==> config.mk <==
export PLATFORM = sky130hd
export DESIGN_NAME = lhp_bucket_idx
export DESIGN_NICKNAME = d
export VERILOG_FILES = /design/src/rtl/log_histogram_percentile_macros.svh /design/src/rtl/lhp_pkg.sv /design/src/rtl/lhp_bucket_idx.sv
export SDC_FILE = /design/constraint.sdc
export NUM_CORES = 1
export LEC_CHECK = 0
export BUFFER_PORTS_ARGS = -buffer_cell sky130_fd_sc_hd__buf_2
export CAP_MARGIN = 30
export CORE_MARGIN = 5
export CORE_UTILIZATION = 44
export DETAILED_ROUTE_END_ITERATION = 10
export PLACE_DENSITY = 0.95
export SYNTH_ARGS = -nofsm -noshare
export SYNTH_HDL_FRONTEND = slang
export SYNTH_SLANG_ARGS = --single-unit
export TNS_END_PERCENT = 1
==> constraint.sdc <==
create_clock -name vclk -period 4.6
set_input_delay 0.46 -clock vclk [all_inputs]
set_output_delay 0.46 -clock vclk [all_outputs]
set_load 0.05 [all_outputs]
==> src/rtl/log_histogram_percentile_macros.svh <==
// Assertion macros used by log_histogram_percentile.sv.
`ifndef LOG_HISTOGRAM_PERCENTILE_MACROS_SVH
`define LOG_HISTOGRAM_PERCENTILE_MACROS_SVH

// Checks that the condition implies the consequent in the same cycle.
`define LHP_ASSERT_NOW(label, cond, cons) \
    label: assert property (@(posedge i_clk) disable iff (!i_rst_n) (cond) |-> (cons)) \
        else $error("lhp assertion failed");

// Checks that the condition implies the consequent in the following cycle.
`define LHP_ASSERT_NEXT(label, cond, cons) \
    label: assert property (@(posedge i_clk) disable iff (!i_rst_n) (cond) |=> (cons)) \
        else $error("lhp assertion failed");

`endif

==> src/rtl/lhp_pkg.sv <==
package lhp_pkg;

    localparam int MaxBuckets = 64;
    localparam int CountWidth = 32;
    localparam int IdxW       = $clog2(MaxBuckets);
    localparam int NumW       = IdxW + 1;
    localparam int NeedW      = CountWidth + 17;
    localparam int EstW       = 48;

    localparam logic [CountWidth-1:0] CntMax = '1;
    localparam logic [16:0]           OneQ16 = 17'd65536;
    localparam logic [63:0]           Sqrt2Q60 = 64'h16A09E667F3BCC91;

    localparam logic [1:0] StatOk    = 2'd0;
    localparam logic [1:0] StatEmpty = 2'd1;
    localparam logic [1:0] StatBeyond = 2'd2;

    typedef enum logic [3:0] {
        S_IDLE,
        S_ADD_SQ,
        S_ADD_IDX,
        S_ADD_RD,
        S_ADD_WR,
        S_Q_MUL,
        S_Q_RD,
        S_Q_ACC,
        S_Q_DIV,
        S_Q_EDGE,
        S_Q_MLO,
        S_Q_MHI,
        S_Q_FIN
    } t_state;

    // Power of sqrt2 in Q40.8, rounded to nearest, saturating.
    function automatic logic [EstW-1:0] edge_q8(input logic [NumW-1:0] k);
        logic [6:0]  m;
        logic [6:0]  sh;
        logic [63:0] acc;
        logic [63:0] res;
        m = {1'b0, k[NumW-1:1]};
        sh = 7'd52 - m;
        acc = '0;
        res = '0;
        if (!k[0]) begin
            if (m + 7'd8 >= 7'd48) begin
                res = {16'd0, {EstW{1'b1}}};
            end else begin
                res = 64'd1 << (m + 7'd8);
            end
        end else if (m >= 7'd40) begin
            res = {16'd0, {EstW{1'b1}}};
        end else begin
            acc = Sqrt2Q60 + (64'd1 << (sh - 7'd1));
            res = acc >> sh;
        end
        return res[EstW-1:0];
    endfunction

endpackage

==> src/rtl/lhp_bucket_idx.sv <==
module lhp_bucket_idx (
    input  logic [63:0]              i_sq,
    input  logic [lhp_pkg::NumW-1:0] i_num,
    output logic [lhp_pkg::IdxW-1:0] o_idx
);
    import lhp_pkg::*;

    logic [5:0] msb;
    logic [6:0] raw;

    always_comb begin
        msb = '0;
        for (int b = 1; b < 64; b++) begin
            if (i_sq[b]) begin
                msb = 6'(b);
            end
        end
        if (i_sq[63:17] != '0) begin
            raw = {1'b0, msb} - 7'd16;
        end else begin
            raw = '0;
        end
        if (raw >= 7'(i_num)) begin
            o_idx = IdxW'(i_num - NumW'(1));
        end else begin
            o_idx = raw[IdxW-1:0];
        end
    end

endmodule
==> summary.md <==
| Metric | Value |
|---|---|
| Run status | completed |
| IO Port Bufs | 76 |
| Final hold viol count | 0 |
| Die area | between 3000 and 4000 um2 |
| Logic pwr share | 100.0% |
| Drt drc | 0 |
| Synth warn | 0 |
| Dpl ws | a little under 0.08 ns |
| Startpoint class of the critical path | primary input |
| VDD IR-drop max | around 0.063 mV |
| Placed inst area | ~1500 um2 |
| Sequential cells | 0 |
| Floorplan core area | between 2000 and 2500 um2 |
| Cell Int Power | 0.0498 mW |
| WP data required | approximately 4.1 ns |
| Initial DRC count | between 70 and 80 |
| Worst path setup slack after routing | between 0.2 and 0.3 ns |
| Switching Share | 59.8% |
| Hold Crit Class | in -> out |
| Fin nets | around 340 |
| Most frequent cells in the layout | buf_2 (76), nor2_1 (29), inv_1 (20) |
| Post-CTS setup buffers | 0 |
| NetSw | approximately 0.074 mW |
| Worst-Margin Slew | roughly 0.43 ns |
| Rows | 18 |
| Max-Slew Margin vs Limit | 71.4% |
| Global-route wire length before repair | approximately 5.7 mm |
| Post-synth top area share | 10.2% |
| DR WL/cell | around 13 um |
| DP HPWL | between 3 and 4 mm |
| Max Clock Freq | 0.232 GHz |
| CP max stage cell | nor4_2 |
| Die X | 60.0 um |
| Max incr delay on CP | 0.43 ns |
| Post-layout min period | 4.31 ns |
| Via density | around 6 |
| Final-report max-slew violation count | 0 |
| Netlist cell types | 39 |
| DRT Pass-1 Iters | 4 |
| Mapped Nets | ~260 |
| Post-Syn Area | 1100 um2 |
| Area leader, netlist | ha_1 |
| Post-CTS Resized | 0 |
| Top cell family by delay on the critical path | simple AND/OR/NAND/NOR gates |
| Initial core utilization | 45.3% |
| Die Y-Extent | 60.0 um |
| Worst-path maximum fanout | 8 |
| Tcrit/Tclk final | 93.8% |
| Initial antenna violation count | 0 |
| Max_cap viols | 0 |
| Sequential area share after synthesis | 0% |
| Mean Syn Cell Area | 6.22 um2 |
| Share of cells above drive strength 1 | 37.9% |
| CP arrival | around 3.9 ns |
| Crit path capture type | output port |
| Leak pwr | between 0.7 and 0.8 nW |
| Area delta synth->final | 44.8% |
| Post-route ant nets | 0 |
| GR Overflow Total | 0 |
| Sequential Power Share | 0% |
| ANT cells | 0 |
| Sum of negative setup slack | 0 ns |
| Final instance area | about 1600 um2 |
| IO Count | between 70 and 80 |
| P per Cell Area | about 78 nW/um2 |
| Gpl congestion | 0.856 |
| Crit-path cells | buf_2 > nor4_2 > nand4_1 > or2_4 > nor4_4 > a2111oi_0 > a21oi_1 > ha_1 > nand2b_1 > a211oi_1 > o21bai_1 > a21oi_1 > o21ai_2 > mux2_2 > buf_2 |
| Leading cell type in the layout, fill and taps excluded | buf_2 |
| Register area | 0 um2 |
| Clock power share | 0% |
| Filler Cell Count | between 200 and 250 |
| Cell count after synthesis | around 180 |
| Largest cells by area after synthesis | ha_1 (10%), nor2_1 (9.9%), nor4_1 (8.5%), inv_1 (6.8%), a21oi_1 (5.9%) |
| Hold buffer count at cts | 0 |
| Critical path buffers and inverters | 2 |
| RSZ-0062 raised after global routing | no |
| Largest net degree at the start of global routing | 9 |
| Hold Worst Slack | between 1 and 1.5 ns |
| # clk buffers | 0 |
| DR vias | approximately 1700 |
| Critical path class | in -> out |
| Total Routing Usage GR | 19.1% |
| Vias in the first global route | 1493 |
| WL final | between 3 and 4 mm |
| # setup viols final | 0 |
==> cell usage after synthesis (2+ instances only) <==
library cell / count
nor2_1: 29
inv_1: 20
nor4_1: 15
a21oi_1: 13
nor3_1: 11
o21ai_0: 11
ha_1: 9
nand2_1: 6
o31ai_1: 6
a211oi_1: 5
nand3_1: 4
mux2_2: 3
nand4_1: 3
nor2b_1: 3
nor4_2: 3
o21a_1: 3
or4_1: 3
xnor2_1: 3
a2111oi_0: 2
a31oi_1: 2
and2b_2: 2
o211ai_1: 2
o21bai_1: 2
o311ai_0: 2
==> per-layer routing <==
layer  up-vias  track usage [%]  routed length [um]
li1        845                -                   -
met4         0             1.58                  29
met3         4             1.30                 350
met2        82             38.0                1890
met1       748             22.7                1480
met5         -                0                   0
==> through the flow <==
step / std cells / util [%] / power, mW
2_1_floorplan: 177 / - / 0.0576
3_3_place_gp: 286 / 63.4 / 0.115
3_5_place_dp: 286 / 63.4 / 0.118
4_1_cts: 286 / 63.4 / 0.118
5_1_grt: 286 / 65.5 / 0.136
6_report: 286 / 65.5 / 0.124
==> cells by family (layout without fill, tap and decap cells) <==
group / count (synthesis) / count (layout) / synth area share [%]
fa+ha+maj: 9 / 9 / 10.2
xor+xnor: 4 / 4 / 3.18
compound gates: 56 / 56 / 33.5
buf+inv: 20 / 99 / 6.82
simple gates: 84 / 84 / 42.3
mux: 4 / 4 / 3.98
==> final cells by class <==
cell class | count | area, um2 | area share, %
tap | 30 | 37.5 | 2.35
multi-input combinational | 157 | 1080 | 67.7
inverter | 20 | 75.1 | 4.71
timing repair buffer | 79 | 403 | 25.3
==> power groups by stage <==
stage | Combinational, mW | Sequential (mW) | Clock (mW)
finish | 0.124 | 0 | 0
global route | 0.136 | 0 | 0
detailed placement | 0.118 | 0 | 0
CTS | 0.118 | 0 | 0
global placement | 0.115 | 0 | 0
floorplan | 0.0576 | 0 | 0
==> path summary, 6_finish.rpt <==
check        to  depth (start not counted)     start
max    o_idx[2]                         15  i_sq[48]
min    o_idx[0]                          3  i_num[0]
(Power assumes the default switching activity.)
